## src/hdl/regex_infix_to_postfix_top_macros.svh

```systemverilog
// -----------------------------------------------------------------------------
// Assertion macros for the regex infix-to-postfix converter
// Concurrent checks sampled on clk_i, switched off while rst_ni is low.
// -----------------------------------------------------------------------------
`ifndef REGEX_INFIX_TO_POSTFIX_TOP_MACROS_SVH
`define REGEX_INFIX_TO_POSTFIX_TOP_MACROS_SVH

// Consequent must hold in the same cycle as the antecedent.
`define RI2P_ASSERT_NOW(lbl, ante, cons, msg) \
  lbl: assert property (@(posedge clk_i) disable iff (!rst_ni) (ante) |-> (cons)) \
    else $error(msg);

// Consequent must hold in the cycle after the antecedent.
`define RI2P_ASSERT_NEXT(lbl, ante, cons, msg) \
  lbl: assert property (@(posedge clk_i) disable iff (!rst_ni) (ante) |=> (cons)) \
    else $error(msg);

`endif

```

## src/hdl/ri2p_pkg.sv

```systemverilog
// -----------------------------------------------------------------------------
// ri2p_pkg
// Types, character codes and helpers shared by the converter modules.
// -----------------------------------------------------------------------------
package ri2p_pkg;

  localparam int STACK_DEPTH = 16;
  localparam int CNT_W       = $clog2(STACK_DEPTH + 1);
  localparam int IDX_W       = (STACK_DEPTH > 1) ? $clog2(STACK_DEPTH) : 1;

  localparam logic [7:0] CH_STAR  = 8'h2A;  // '*'
  localparam logic [7:0] CH_DOT   = 8'h2E;  // '.'
  localparam logic [7:0] CH_BAR   = 8'h7C;  // '|'
  localparam logic [7:0] CH_OPEN  = 8'h28;  // '('
  localparam logic [7:0] CH_CLOSE = 8'h29;  // ')'

  localparam logic [1:0] PREC_STAR = 2'd3;
  localparam logic [1:0] PREC_DOT  = 2'd2;
  localparam logic [1:0] PREC_BAR  = 2'd1;
  localparam logic [1:0] PREC_NONE = 2'd0;

  typedef enum logic [1:0] {
    ERR_NONE     = 2'd0,
    ERR_CLOSE    = 2'd1,
    ERR_OVERFLOW = 2'd2,
    ERR_OPEN     = 2'd3
  } err_code_e;

  typedef enum logic [1:0] {
    EMIT_TOP,
    EMIT_SYM,
    EMIT_ERR
  } emit_src_e;

  typedef enum logic [2:0] {
    ST_IDLE,
    ST_FEED,
    ST_OPPOP,
    ST_CLOSE,
    ST_FLUSH,
    ST_END
  } state_e;

  typedef struct packed {
    logic      load;
    logic      push;
    logic      pop;
    logic      clear;
    logic      emit;
    emit_src_e src;
    err_code_e err;
    logic      next_sym;
    logic      set_err;
    logic      finish;
  } ctrl_cmd_t;

  typedef struct packed {
    logic phase;        // current symbol is an inserted concatenation
    logic last;
    logic err_seen;
    logic is_open;
    logic is_close;
    logic is_op;
    logic empty;
    logic full;
    logic top_is_open;
    logic prec_ge;      // precedence of top >= precedence of current symbol
    logic can_emit;
    logic out_free;
    logic held_valid;
  } ctrl_sts_t;

  function automatic logic [1:0] prec(input logic [7:0] c);
    logic [1:0] p;
    case (c)
      CH_STAR: p = PREC_STAR;
      CH_DOT:  p = PREC_DOT;
      CH_BAR:  p = PREC_BAR;
      default: p = PREC_NONE;
    endcase
    return p;
  endfunction

endpackage

```

## src/hdl/regex_infix_to_postfix_top.sv

```systemverilog
// -----------------------------------------------------------------------------
// regex_infix_to_postfix_top
// Regular-expression infix to postfix converter with explicit concatenation.
// -----------------------------------------------------------------------------
// One character is taken per input beat; tlast marks the last character of an
// expression. An explicit '.' is inserted where two items abut, and the
// operators '*', '.', '|' and parentheses are reordered on a 16-entry operator
// stack. A character is taken only once the previous one, with any inserted
// '.', has been handled. The stack is walked one entry per cycle while the
// output can take a result, and the last character flushes what is left. A
// character that follows an error in the same expression is not processed.
// Every output beat carries tlast on the last result caused by an input beat,
// and the final beat of an expression has the done flag set. Errors
// (unmatched brackets, stack overflow) are reported in-band; the rest of that
// expression is then dropped and its last character gives one beat with done
// set.
// -----------------------------------------------------------------------------
module regex_infix_to_postfix_top (
  input  logic       clk_i,
  input  logic       rst_ni,
  input  logic       s_axis_tvalid,
  output logic       s_axis_tready,
  input  logic [7:0] s_axis_tdata,   // [7:0] char_in
  input  logic       s_axis_tlast,   // expr_last
  output logic       m_axis_tvalid,
  input  logic       m_axis_tready,
  output logic [7:0] m_axis_tdata,   // [7:0] symbol
  output logic       m_axis_tlast,   // run_last
  output logic [7:0] m_axis_tuser    // [0] symbol_valid, [1] expr_done,
                                     // [3:2] error_code, [7:4] zero
);
  import ri2p_pkg::*;

  `include "regex_infix_to_postfix_top_macros.svh"

  ctrl_cmd_t  cmd;
  ctrl_sts_t  sts;
  logic       sym_valid;
  logic       expr_done;
  logic [1:0] err_code;

  ri2p_ctrl u_ctrl (
    .clk_i      (clk_i),
    .rst_ni     (rst_ni),
    .in_valid_i (s_axis_tvalid),
    .in_ready_o (s_axis_tready),
    .sts_i      (sts),
    .cmd_o      (cmd)
  );

  ri2p_datapath u_datapath (
    .clk_i              (clk_i),
    .rst_ni             (rst_ni),
    .cmd_i              (cmd),
    .sts_o              (sts),
    .char_i             (s_axis_tdata),
    .last_i             (s_axis_tlast),
    .out_valid_o        (m_axis_tvalid),
    .out_ready_i        (m_axis_tready),
    .out_symbol_o       (m_axis_tdata),
    .out_symbol_valid_o (sym_valid),
    .out_run_last_o     (m_axis_tlast),
    .out_expr_done_o    (expr_done),
    .out_error_code_o   (err_code)
  );

  assign m_axis_tuser = {4'b0000, err_code, expr_done, sym_valid};

  `RI2P_ASSERT_NOW(a_idle_no_held, s_axis_tready, !sts.held_valid, "result held while idle")
  `RI2P_ASSERT_NOW(a_push_not_full, cmd.push, !sts.full, "push onto full stack")
  `RI2P_ASSERT_NOW(a_pop_not_empty, cmd.pop, !sts.empty, "pop from empty stack")
  `RI2P_ASSERT_NEXT(a_end_clears, cmd.finish && sts.last, sts.empty && !sts.err_seen, "not cleared")

endmodule

```

## src/hdl/ri2p_ctrl.sv

```systemverilog
// -----------------------------------------------------------------------------
// ri2p_ctrl
// Sequencer: walks each character through concatenation, operator pops,
// parenthesis matching and the end-of-expression flush.
// -----------------------------------------------------------------------------
module ri2p_ctrl (
  input  logic                clk_i,
  input  logic                rst_ni,
  input  logic                in_valid_i,
  output logic                in_ready_o,
  input  ri2p_pkg::ctrl_sts_t sts_i,
  output ri2p_pkg::ctrl_cmd_t cmd_o
);
  import ri2p_pkg::*;

  state_e state_q, state_d;
  logic   adv_go;
  logic   is_operand;

  assign is_operand = !sts_i.is_open && !sts_i.is_close && !sts_i.is_op;

  // current symbol done without error: move on to the next piece of the step
  assign adv_go = sts_i.can_emit && (
      (state_q == ST_FEED  && ((sts_i.is_open && !sts_i.full) || is_operand)) ||
      (state_q == ST_OPPOP && !(!sts_i.empty && sts_i.prec_ge) && !sts_i.full) ||
      (state_q == ST_CLOSE && !sts_i.empty && sts_i.top_is_open));

  always_ff @(posedge clk_i or negedge rst_ni) begin
    if (!rst_ni) begin
      state_q <= ST_IDLE;
    end else begin
      state_q <= state_d;
    end
  end

  always_comb begin
    state_d = state_q;
    if (adv_go) begin
      if (sts_i.phase) begin
        state_d = ST_FEED;
      end else if (sts_i.last) begin
        state_d = ST_FLUSH;
      end else begin
        state_d = ST_END;
      end
    end else begin
      case (state_q)
        ST_IDLE: begin
          if (in_valid_i) begin
            state_d = sts_i.err_seen ? ST_END : ST_FEED;
          end
        end
        ST_FEED: begin
          if (sts_i.can_emit) begin
            if (sts_i.is_open) begin
              state_d = ST_END;
            end else if (sts_i.is_close) begin
              state_d = ST_CLOSE;
            end else if (sts_i.is_op) begin
              state_d = ST_OPPOP;
            end
          end
        end
        ST_OPPOP: begin
          if (sts_i.can_emit && !(!sts_i.empty && sts_i.prec_ge)) begin
            state_d = ST_END;
          end
        end
        ST_CLOSE: begin
          if (sts_i.can_emit && sts_i.empty) begin
            state_d = ST_END;
          end
        end
        ST_FLUSH: begin
          if (sts_i.can_emit && (sts_i.empty || sts_i.top_is_open)) begin
            state_d = ST_END;
          end
        end
        ST_END: begin
          if (sts_i.out_free) begin
            state_d = ST_IDLE;
          end
        end
        default: state_d = ST_IDLE;
      endcase
    end
  end

  always_comb begin
    cmd_o          = '0;
    cmd_o.src      = EMIT_TOP;
    cmd_o.err      = ERR_NONE;
    in_ready_o     = 1'b0;
    cmd_o.next_sym = adv_go && sts_i.phase;
    case (state_q)
      ST_IDLE: begin
        in_ready_o = 1'b1;
        cmd_o.load = in_valid_i;
      end
      ST_FEED: begin
        if (sts_i.can_emit) begin
          if (sts_i.is_open) begin
            if (sts_i.full) begin
              cmd_o.emit    = 1'b1;
              cmd_o.src     = EMIT_ERR;
              cmd_o.err     = ERR_OVERFLOW;
              cmd_o.set_err = 1'b1;
            end else begin
              cmd_o.push = 1'b1;
            end
          end else if (is_operand) begin
            cmd_o.emit = 1'b1;
            cmd_o.src  = EMIT_SYM;
          end
        end
      end
      ST_OPPOP: begin
        if (sts_i.can_emit) begin
          if (!sts_i.empty && sts_i.prec_ge) begin
            cmd_o.pop  = 1'b1;
            cmd_o.emit = 1'b1;
          end else if (sts_i.full) begin
            cmd_o.emit    = 1'b1;
            cmd_o.src     = EMIT_ERR;
            cmd_o.err     = ERR_OVERFLOW;
            cmd_o.set_err = 1'b1;
          end else begin
            cmd_o.push = 1'b1;
          end
        end
      end
      ST_CLOSE: begin
        if (sts_i.can_emit) begin
          if (sts_i.empty) begin
            cmd_o.emit    = 1'b1;
            cmd_o.src     = EMIT_ERR;
            cmd_o.err     = ERR_CLOSE;
            cmd_o.set_err = 1'b1;
          end else begin
            cmd_o.pop  = 1'b1;
            cmd_o.emit = !sts_i.top_is_open;
          end
        end
      end
      ST_FLUSH: begin
        if (sts_i.can_emit && !sts_i.empty) begin
          if (sts_i.top_is_open) begin
            // discard the rest of the stack
            cmd_o.clear   = 1'b1;
            cmd_o.emit    = 1'b1;
            cmd_o.src     = EMIT_ERR;
            cmd_o.err     = ERR_OPEN;
            cmd_o.set_err = 1'b1;
          end else begin
            cmd_o.pop  = 1'b1;
            cmd_o.emit = 1'b1;
          end
        end
      end
      ST_END: begin
        cmd_o.finish = sts_i.out_free;
      end
      default: ;
    endcase
  end

endmodule

```

## src/hdl/ri2p_datapath.sv

```systemverilog
// -----------------------------------------------------------------------------
// ri2p_datapath
// Operator stack, expression state, a one-entry hold for the newest result
// and the output register of the master side.
// -----------------------------------------------------------------------------
module ri2p_datapath (
  input  logic                clk_i,
  input  logic                rst_ni,
  input  ri2p_pkg::ctrl_cmd_t cmd_i,
  output ri2p_pkg::ctrl_sts_t sts_o,
  input  logic [7:0]          char_i,
  input  logic                last_i,
  output logic                out_valid_o,
  input  logic                out_ready_i,
  output logic [7:0]          out_symbol_o,
  output logic                out_symbol_valid_o,
  output logic                out_run_last_o,
  output logic                out_expr_done_o,
  output logic [1:0]          out_error_code_o
);
  import ri2p_pkg::*;

  logic [7:0]       stack_q [STACK_DEPTH];
  logic [CNT_W-1:0] count_q, count_d;
  logic [7:0]       prev_q;
  logic             have_prev_q;
  logic             err_seen_q;
  logic [7:0]       char_q;
  logic             last_q;
  logic             phase_q;

  logic             held_valid_q;
  logic [7:0]       held_sym_q;
  logic             held_sv_q;
  err_code_e        held_err_q;

  logic             out_valid_q;
  logic [7:0]       out_sym_q;
  logic             out_sv_q;
  logic             out_last_q;
  logic             out_done_q;
  err_code_e        out_err_q;

  logic [IDX_W-1:0] top_idx;
  logic [IDX_W-1:0] push_idx;
  logic [7:0]       top_sym;
  logic [7:0]       cur_sym;
  logic             cat_ins;
  logic             out_free;
  logic             full;
  logic             empty;
  logic [7:0]       emit_sym;
  logic             emit_sv;
  err_code_e        emit_err;

  assign top_idx  = count_q[IDX_W-1:0] - IDX_W'(1);
  assign push_idx = count_q[IDX_W-1:0];
  assign top_sym  = stack_q[top_idx];
  assign cur_sym  = phase_q ? CH_DOT : char_q;
  assign full     = (count_q == CNT_W'(STACK_DEPTH));
  assign empty    = (count_q == '0);
  assign out_free = !out_valid_q || out_ready_i;

  assign cat_ins = have_prev_q &&
                   !(prev_q inside {CH_BAR, CH_DOT, CH_OPEN}) &&
                   !(char_i inside {CH_CLOSE, CH_BAR, CH_STAR, CH_DOT});

  always_comb begin
    sts_o.phase       = phase_q;
    sts_o.last        = last_q;
    sts_o.err_seen    = err_seen_q;
    sts_o.is_open     = (cur_sym == CH_OPEN);
    sts_o.is_close    = (cur_sym == CH_CLOSE);
    sts_o.is_op       = cur_sym inside {CH_BAR, CH_STAR, CH_DOT};
    sts_o.empty       = empty;
    sts_o.full        = full;
    sts_o.top_is_open = (top_sym == CH_OPEN);
    sts_o.prec_ge     = (prec(top_sym) >= prec(cur_sym));
    sts_o.can_emit    = !held_valid_q || out_free;
    sts_o.out_free    = out_free;
    sts_o.held_valid  = held_valid_q;
  end

  always_comb begin
    case (cmd_i.src)
      EMIT_TOP: begin
        emit_sym = top_sym;
        emit_sv  = 1'b1;
        emit_err = ERR_NONE;
      end
      EMIT_SYM: begin
        emit_sym = cur_sym;
        emit_sv  = 1'b1;
        emit_err = ERR_NONE;
      end
      default: begin
        emit_sym = 8'h00;
        emit_sv  = 1'b0;
        emit_err = cmd_i.err;
      end
    endcase
  end

  always_comb begin
    count_d = count_q;
    if (cmd_i.clear || (cmd_i.finish && last_q)) begin
      count_d = '0;
    end else if (cmd_i.push) begin
      count_d = count_q + CNT_W'(1);
    end else if (cmd_i.pop) begin
      count_d = count_q - CNT_W'(1);
    end
  end

  always_ff @(posedge clk_i) begin
    if (cmd_i.push) begin
      stack_q[push_idx] <= cur_sym;
    end
  end

  always_ff @(posedge clk_i) begin
    if (cmd_i.load) begin
      char_q <= char_i;
    end
    if (cmd_i.emit) begin
      held_sym_q <= emit_sym;
      held_sv_q  <= emit_sv;
      held_err_q <= emit_err;
    end
    // hand the held result on when a newer one arrives or the step ends
    if ((cmd_i.emit || cmd_i.finish) && held_valid_q) begin
      out_sym_q  <= held_sym_q;
      out_sv_q   <= held_sv_q;
      out_err_q  <= held_err_q;
      out_last_q <= cmd_i.finish;
      out_done_q <= cmd_i.finish && last_q;
    end else if (cmd_i.finish && last_q) begin
      out_sym_q  <= 8'h00;
      out_sv_q   <= 1'b0;
      out_err_q  <= ERR_NONE;
      out_last_q <= 1'b1;
      out_done_q <= 1'b1;
    end
  end

  always_ff @(posedge clk_i or negedge rst_ni) begin
    if (!rst_ni) begin
      count_q      <= '0;
      prev_q       <= 8'h00;
      have_prev_q  <= 1'b0;
      err_seen_q   <= 1'b0;
      last_q       <= 1'b0;
      phase_q      <= 1'b0;
      held_valid_q <= 1'b0;
      out_valid_q  <= 1'b0;
    end else begin
      count_q <= count_d;
      if (cmd_i.load) begin
        last_q <= last_i;
        if (!err_seen_q) begin
          phase_q     <= cat_ins;
          prev_q      <= char_i;
          have_prev_q <= 1'b1;
        end
      end else if (cmd_i.next_sym) begin
        phase_q <= 1'b0;
      end
      if (cmd_i.finish && last_q) begin
        prev_q      <= 8'h00;
        have_prev_q <= 1'b0;
        err_seen_q  <= 1'b0;
      end else if (cmd_i.set_err) begin
        err_seen_q <= 1'b1;
      end
      if (cmd_i.emit) begin
        held_valid_q <= 1'b1;
      end else if (cmd_i.finish) begin
        held_valid_q <= 1'b0;
      end
      if (((cmd_i.emit || cmd_i.finish) && held_valid_q) || (cmd_i.finish && last_q)) begin
        out_valid_q <= 1'b1;
      end else if (out_ready_i) begin
        out_valid_q <= 1'b0;
      end
    end
  end

  assign out_valid_o        = out_valid_q;
  assign out_symbol_o       = out_sym_q;
  assign out_symbol_valid_o = out_sv_q;
  assign out_run_last_o     = out_last_q;
  assign out_expr_done_o    = out_done_q;
  assign out_error_code_o   = out_err_q;

endmodule

```

## config.mk

```make
export PLATFORM = sky130hd
export DESIGN_NAME = regex_infix_to_postfix_top
export DESIGN_NICKNAME = d
export VERILOG_FILES = /design/src/hdl/ri2p_pkg.sv /design/src/hdl/regex_infix_to_postfix_top.sv /design/src/hdl/ri2p_ctrl.sv /design/src/hdl/ri2p_datapath.sv
export VERILOG_INCLUDE_DIRS = /design/src /design/src/hdl
export SDC_FILE = /design/constraint.sdc
export NUM_CORES = 1
export LEC_CHECK = 0
export ABC_AREA = 0
export CAP_MARGIN = 20
export CORE_MARGIN = 2
export CORE_UTILIZATION = 43
export CTS_CLUSTER_SIZE = 14
export DETAILED_ROUTE_END_ITERATION = 6
export DONT_BUFFER_PORTS = 1
export GPL_TIMING_DRIVEN = 0
export PLACE_DENSITY = 0.64
export SLEW_MARGIN = 20
export SYNTH_ARGS = -nofsm -noshare
export SYNTH_HDL_FRONTEND = slang
export SYNTH_SLANG_ARGS = --single-unit
export TNS_END_PERCENT = 5
```

## constraint.sdc

```tcl
create_clock -name clk_i -period 10.06 [get_ports clk_i]
set_input_delay 1.006 -clock clk_i [delete_from_list [all_inputs] [get_ports clk_i]]
set_output_delay 1.006 -clock clk_i [all_outputs]
set_load 0.02 [all_outputs]
```

==> run summary, run 1 <==
ant diodes = 0
clk_lat worst skew = 0.44 ns
Placement Cell Area = 8510 um2
Top FF cell, synth = edfxtp_1
largest net degree at the start of global routing = 23
Die Width = 142 um
Mapped Cells = 545
DR vias/cell = 5.81
Max Root-Sink Buffers = 2
WP data required = 10.39 ns
Final Cycle Share = 70.2%
DR WL/cell = 21.7 um
TNS Setup = 0 ns
Post-synth EDFFs = 160
CTS Hold Bufs = 0
Initial Utilization = 43.7%
layout cell share with drive strength beyond 1 = 18.1%
vias = 4726
Routed Antenna Nets = 0
critical path arrival = 7.38 ns
Row Count = 50
Port Buf Inserts = 0
Final Non-Filler Cells = 814
fin crit period = 7.06 ns
Overflow after GRT = 0
final wirelength = 17600 um
vias in the first global route = 4526
CTS tree = yes
Fillers = 1550
Setup Crit Path Kind = reg -> reg
min-delay worst type = in -> async
VDD IR-drop max = 171 uV
final setup fails = 0
clock root cell = clkbuf_16
Final Cell Area = 9120 um2
critical path fanouts, max = 12
IO Pins = 32
sequential share of the synthesized area = 65.5%
YS warnings = 0
worst reg2reg endpoint = u_datapath.count_q[4]$_DFFE_PN0P_
placed wire-length estimate = 12000 um
initial antenna violation count = 0
Post-synth ARST share = 12.1%
FF-to-FF Start = u_datapath.count_q[0]$_DFFE_PN0P_
drc violations = 0
htree depth = 4
flop-to-flop setup slack = 3.00 ns
Worst Setup Start Kind = flip-flop
Pwr Total = 3.21 mW
R2R cell count = 26
Die Span Y = 142 um
Pleak = 3.18 nW
first-pass GRT wire length = 27000 um
GRT Util Overall = 18.4%
CP startpoint = u_datapath.count_q[0]$_DFFE_PN0P_
Yosys cell types = 68
MaxCap Viol Count = 0
Worst Max-Slew Pin Slew = 1.12 ns
PD cells = 352 nW/um2
syn avg cell area = 15.0 um2
post-CTS setup buffer count = 0
status = finished, final reports clean
first-pass iteration count of the detailed router = 5
Clock Pin Slew Worst Setup and Hold Paths = 0.07 ns
drt initial violations = 544
cts bufs inserted = 17
final hold violation count = 0
top achievable clock speed = 142 MHz
final slew viol count = 0
placer congestion estimate = 0.865
#FFs+latches synth = 182
Max-slew headroom = 24.0%
crit end category = flip-flop
die area = 20100 um2
Area growth syn-to-layout = 11.5%
CTS sink cnt = 182
cell area after synthesis = 8170 um2
post-CTS sizing = 0
Worst Skew = 0.0114 ns
# nets final = 592
Cells after DPL = 783
unrepaired setup endpoints after global routing = no
core region area = 18700 um2
[per-layer routing]
| layer | vias up | GRT usage, % | wire (um) |
|---|---|---|---|
| met5 | - | 0 | 0 |
| met4 | 0 | 6.74 | 325 |
| met3 | 25 | 4.32 | 1140 |
| met2 | 199 | 28.8 | 8320 |
| met1 | 2369 | 25.4 | 7850 |
| li1 | 2133 | - | - |
[flip-flops by register name, summed over array words and instances (netlist names), 2 cells and up]
register / flops
u_datapath.stack_q: 128
u_datapath.char_q: 8
u_datapath.held_sym_q: 8
u_datapath.out_symbol_o: 8
u_datapath.prev_q: 8
u_datapath.count_q: 5
u_ctrl.state_q: 3
u_datapath.held_err_q: 2
u_datapath.out_error_code_o: 2
[kinds of logic after synthesis]
group                      share of synthesized area [%]
adders and majority gates                           1.78
DFF                                                 65.5
muxes                                               10.9
and+or+nand+nor                                     10.6
AOI/OAI and AO/OA                                   7.09
xor gates and xnor gates                            1.09
buffers and inverters                               2.95
other                                             0.0459
[cells in the mapped netlist (11+ instances only)]
master | n | share of area, %
clkbuf_1 | 13 | 0.60
nor3_1 | 14 | 0.86
nand3_1 | 13 | 0.80
a22o_1 | 12 | 1.3
mux2i_1 | 23 | 2.8
mux4_2 | 24 | 6.6
a21oi_1 | 17 | 1.0
nor2_1 | 36 | 1.7
nand2_1 | 42 | 1.9
dfrtp_1 | 22 | 6.7
o21ai_0 | 11 | 0.67
inv_1 | 14 | 0.64
edfxtp_1 | 160 | 59
[cell usage in the layout, fill, tap and decap left out, types with 6 or more instances in the layout]
master	count
edfxtp_1	160
nand2_1	42
nor2_1	36
mux4_2	24
mux2i_1	23
dfrtp_1	22
a21oi_1	17
clkbuf_16	17
clkbuf_1	14
inv_1	14
nand3_1	13
a22o_1	12
o21ai_0	11
ha_1	10
nor3_1	9
and2_4	9
buf_2	7
buf_4	7
xnor2_1	6
[how the worst max path moves through the flow]
stage and to:
4_1_cts u_datapath.count_q[4]$_DFFE_PN0P_, 3_5_place_dp u_datapath.count_q[4]$_DFFE_PN0P_, 3_3_place_gp u_datapath.stack_q[12][4]$_DFFE_PP_, 2_1_floorplan u_datapath.count_q[4]$_DFFE_PN0P_, 5_1_grt u_datapath.count_q[4]$_DFFE_PN0P_, 6_report u_datapath.count_q[4]$_DFFE_PN0P_
[report_power, final]
part	internal, mW	switching [mW]
registers	1.03	0.0924
logic	0.571	0.836
clock network	0.393	0.286
total	2.00	1.21
[stage by stage]
step | hold slack [ns] | worst slack, ns | utilization (%)
floorplan | 0.466 | 4.54 | -
global placement | 0.486 | 2.85 | 45.3
detailed placement | 0.482 | 3.07 | 45.5
CTS | 0.240 | 3.00 | 48.7
global route | 0.237 | 2.62 | 48.7
finish | 0.256 | 3.00 | 48.7
[layout make-up]
cell class / instances / area, um2 / area share (%)
sequential: 182 / 5360 / 58.7
multi-input combinational: 320 / 2620 / 28.7
clock buffer: 18 / 429 / 4.71
tap: 234 / 293 / 3.21
buffer: 31 / 185 / 2.03
clock inverter: 13 / 170 / 1.87
inverter: 15 / 56.3 / 0.618
timing repair buffer: 1 / 7.51 / 0.0823
[worst max-delay path, stage by stage (launching register included)]
cell and delay [ns]:
dfrtp_1 0.50, buf_6 0.24, inv_2 0.19, ha_1 0.34
buf_2 0.21, buf_2 0.34, buf_2 0.37, buf_2 0.32
mux4_2 0.32, nand2_1 0.09, a21oi_1 0.07, a41oi_1 0.42
nand3_2 0.29, nand3b_1 0.26, ha_1 0.29, nand2b_1 0.14
a21o_1 0.26, a21oi_1 0.16, o211a_1 0.14, clkbuf_1 0.40
inv_1 0.25, fa_1 0.52, a21o_1 0.20, a21oi_1 0.17
xnor2_1 0.15, xnor2_1 0.08, a22o_1 0.20
No activity file was read; power rests on OpenSTA's default activity.
==> inputs of run 2 (changes only) <==
==> constraint.sdc (replaced) <==
create_clock -name clk_i -period 7.3 [get_ports clk_i]
set_input_delay 0.73 -clock clk_i [delete_from_list [all_inputs] [get_ports clk_i]]
set_output_delay 0.73 -clock clk_i [all_outputs]
set_load 0.02 [all_outputs]
==> run summary, run 2 (synthesis results as in run 1) <==
status = finished, final reports clean
min-delay worst type = in -> async
post-CTS sizing = 0
max FFs per register = 128
placer congestion estimate = 0.865
Worst Max-Slew Pin Slew = 1.13 ns
VDD IR-drop max = 237 uV
largest net degree at the start of global routing = 23
Final Cycle Share = 93.8%
PD cells = 485 nW/um2
vias in the first global route = 4531
Pleak = 3.19 nW
final hold violation count = 0
Final Cell Area = 9130 um2
Biggest register = u_datapath.stack_q
initial antenna violation count = 0
GRT Util Overall = 18.4%
Setup Crit Path Kind = reg -> reg
critical path fanouts, max = 12
CTS sink cnt = 182
critical path arrival = 7.17 ns
MaxCap Viol Count = 0
drc violations = 0
Overflow after GRT = 0
Fillers = 1548
Area growth syn-to-layout = 11.7%
hold slack = 0.0965 ns
Initial Utilization = 43.7%
layout cell share with drive strength beyond 1 = 18.3%
unrepaired setup endpoints after global routing = no
htree depth = 4
Die Span Y = 142 um
Die Width = 142 um
first-pass iteration count of the detailed router = 4
drt initial violations = 550
Port Buf Inserts = 0
die area = 20100 um2
Final Non-Filler Cells = 814
Worst Setup Start Kind = flip-flop
clock root cell = clkbuf_16
core region area = 18700 um2
footprint of the multi-input gates = 2620 um2
final wirelength = 17700 um
Seq. cell area = 5360 um2
Placement Cell Area = 8510 um2
fin crit period = 6.85 ns
IO Pins = 32
first-pass GRT wire length = 27000 um
commonest non-fill, non-tap cell in the layout = edfxtp_1
most frequent cells in the layout = 160 x edfxtp_1, 42 x nand2_1, 36 x nor2_1, 24 x mux4_2, 23 x mux2i_1
Row Count = 50
final setup fails = 0
CTS tree = yes
Worst Skew = 0.0129 ns
crit end category = flip-flop
final slew viol count = 0
top achievable clock speed = 146 MHz
vias = 4716
Max-slew headroom = 23.4%
TNS Setup = 0 ns
Max Root-Sink Buffers = 2
ant diodes = 0
cts bufs inserted = 17
Cells after DPL = 783
DR vias/cell = 5.79
clk_lat worst skew = 0.43 ns
DR WL/cell = 21.7 um
Routed Antenna Nets = 0
placed wire-length estimate = 12000 um
# nets final = 592
WP data required = 7.62 ns
Clock Pin Slew Worst Setup and Hold Paths = 0.07 ns
-- run 2: path summary, 6_finish.rpt --
path / startpoint / end / slack, ns / depth (start not counted)
worst max-delay path: u_datapath.count_q[0]$_DFFE_PN0P_ / u_datapath.count_q[4]$_DFFE_PN0P_ / 0.45 / 25
worst min-delay path: rst_ni / u_datapath.err_seen_q$_DFFE_PN0P_ / 0.1 / 1
worst max register to register: u_datapath.count_q[0]$_DFFE_PN0P_ / u_datapath.count_q[4]$_DFFE_PN0P_ / 0.45 / 25
worst min register to register: u_datapath.prev_q[3]$_DFFE_PN0P_ / u_datapath.prev_q[3]$_DFFE_PN0P_ / 0.50 / 1
max in group asynchronous: rst_ni / u_datapath.count_q[0]$_DFFE_PN0P_ / 7.05 / 1
min in group clk_i: s_axis_tdata[6] / u_datapath.char_q[6]$_DFFE_PP_ / 0.39 / 0
-- run 2: cell type report --
class                      instances  share of cell area [%]
multi-input combinational        320                    28.7
clock buffer                      18                    4.70
timing repair buffer               2                   0.301
buffer                            30                    1.99
sequential                       182                    58.6
tap                              234                    3.21
inverter                          15                   0.617
clock inverter                    13                    1.86
-- run 2: critical path: stages (launching register included) --
cell and delay (ns):
dfrtp_1 0.50, buf_6 0.24, inv_2 0.19, ha_1 0.33
buf_2 0.21, buf_2 0.34, buf_2 0.38, buf_2 0.32
mux4_2 0.33, nand2_1 0.08, a21oi_1 0.07, a41oi_1 0.43
nand3_2 0.29, nand3b_1 0.26, ha_1 0.29, nand2b_1 0.14
a21o_1 0.26, a21oi_1 0.15, o211a_1 0.38, inv_1 0.21
fa_1 0.50, a21o_1 0.20, a21oi_1 0.17, xnor2_1 0.15
xnor2_1 0.08, a22o_1 0.20
-- run 2: timing repair --
action	CTS	global route
hold endpoints to repair	22	0
setup buffers	0	0
setup endpoints to repair	0	1
hold buffers	1	0
-- run 2: power by group --
part | total (mW) | leakage [nW] | switching [mW] | internal [mW]
Sequential | 1.55 | 1.72 | 0.128 | 1.42
Clock | 0.935 | 0.291 | 0.394 | 0.542
Combinational | 1.94 | 1.18 | 1.15 | 0.787
-- run 2: stage by stage --
stage	utilization (%)	power, mW	setup WS (ns)
after floorplan	-	2.97	1.78
after global placement	45.3	3.44	0.0909
after detailed placement	45.5	3.48	0.308
after CTS	48.8	4.43	0.238
after global routing	48.8	4.66	0.0842
final	48.8	4.43	0.455
-- run 2: metal layers --
layer | global-route usage (%) | part of all wire [%] | up-vias
li1 | - | - | 2131
met1 | 25.4 | 45 | 2391
met2 | 28.8 | 48 | 173
met3 | 4.32 | 6.0 | 21
met4 | 6.74 | 1.6 | 0
met5 | 0 | 0 | -
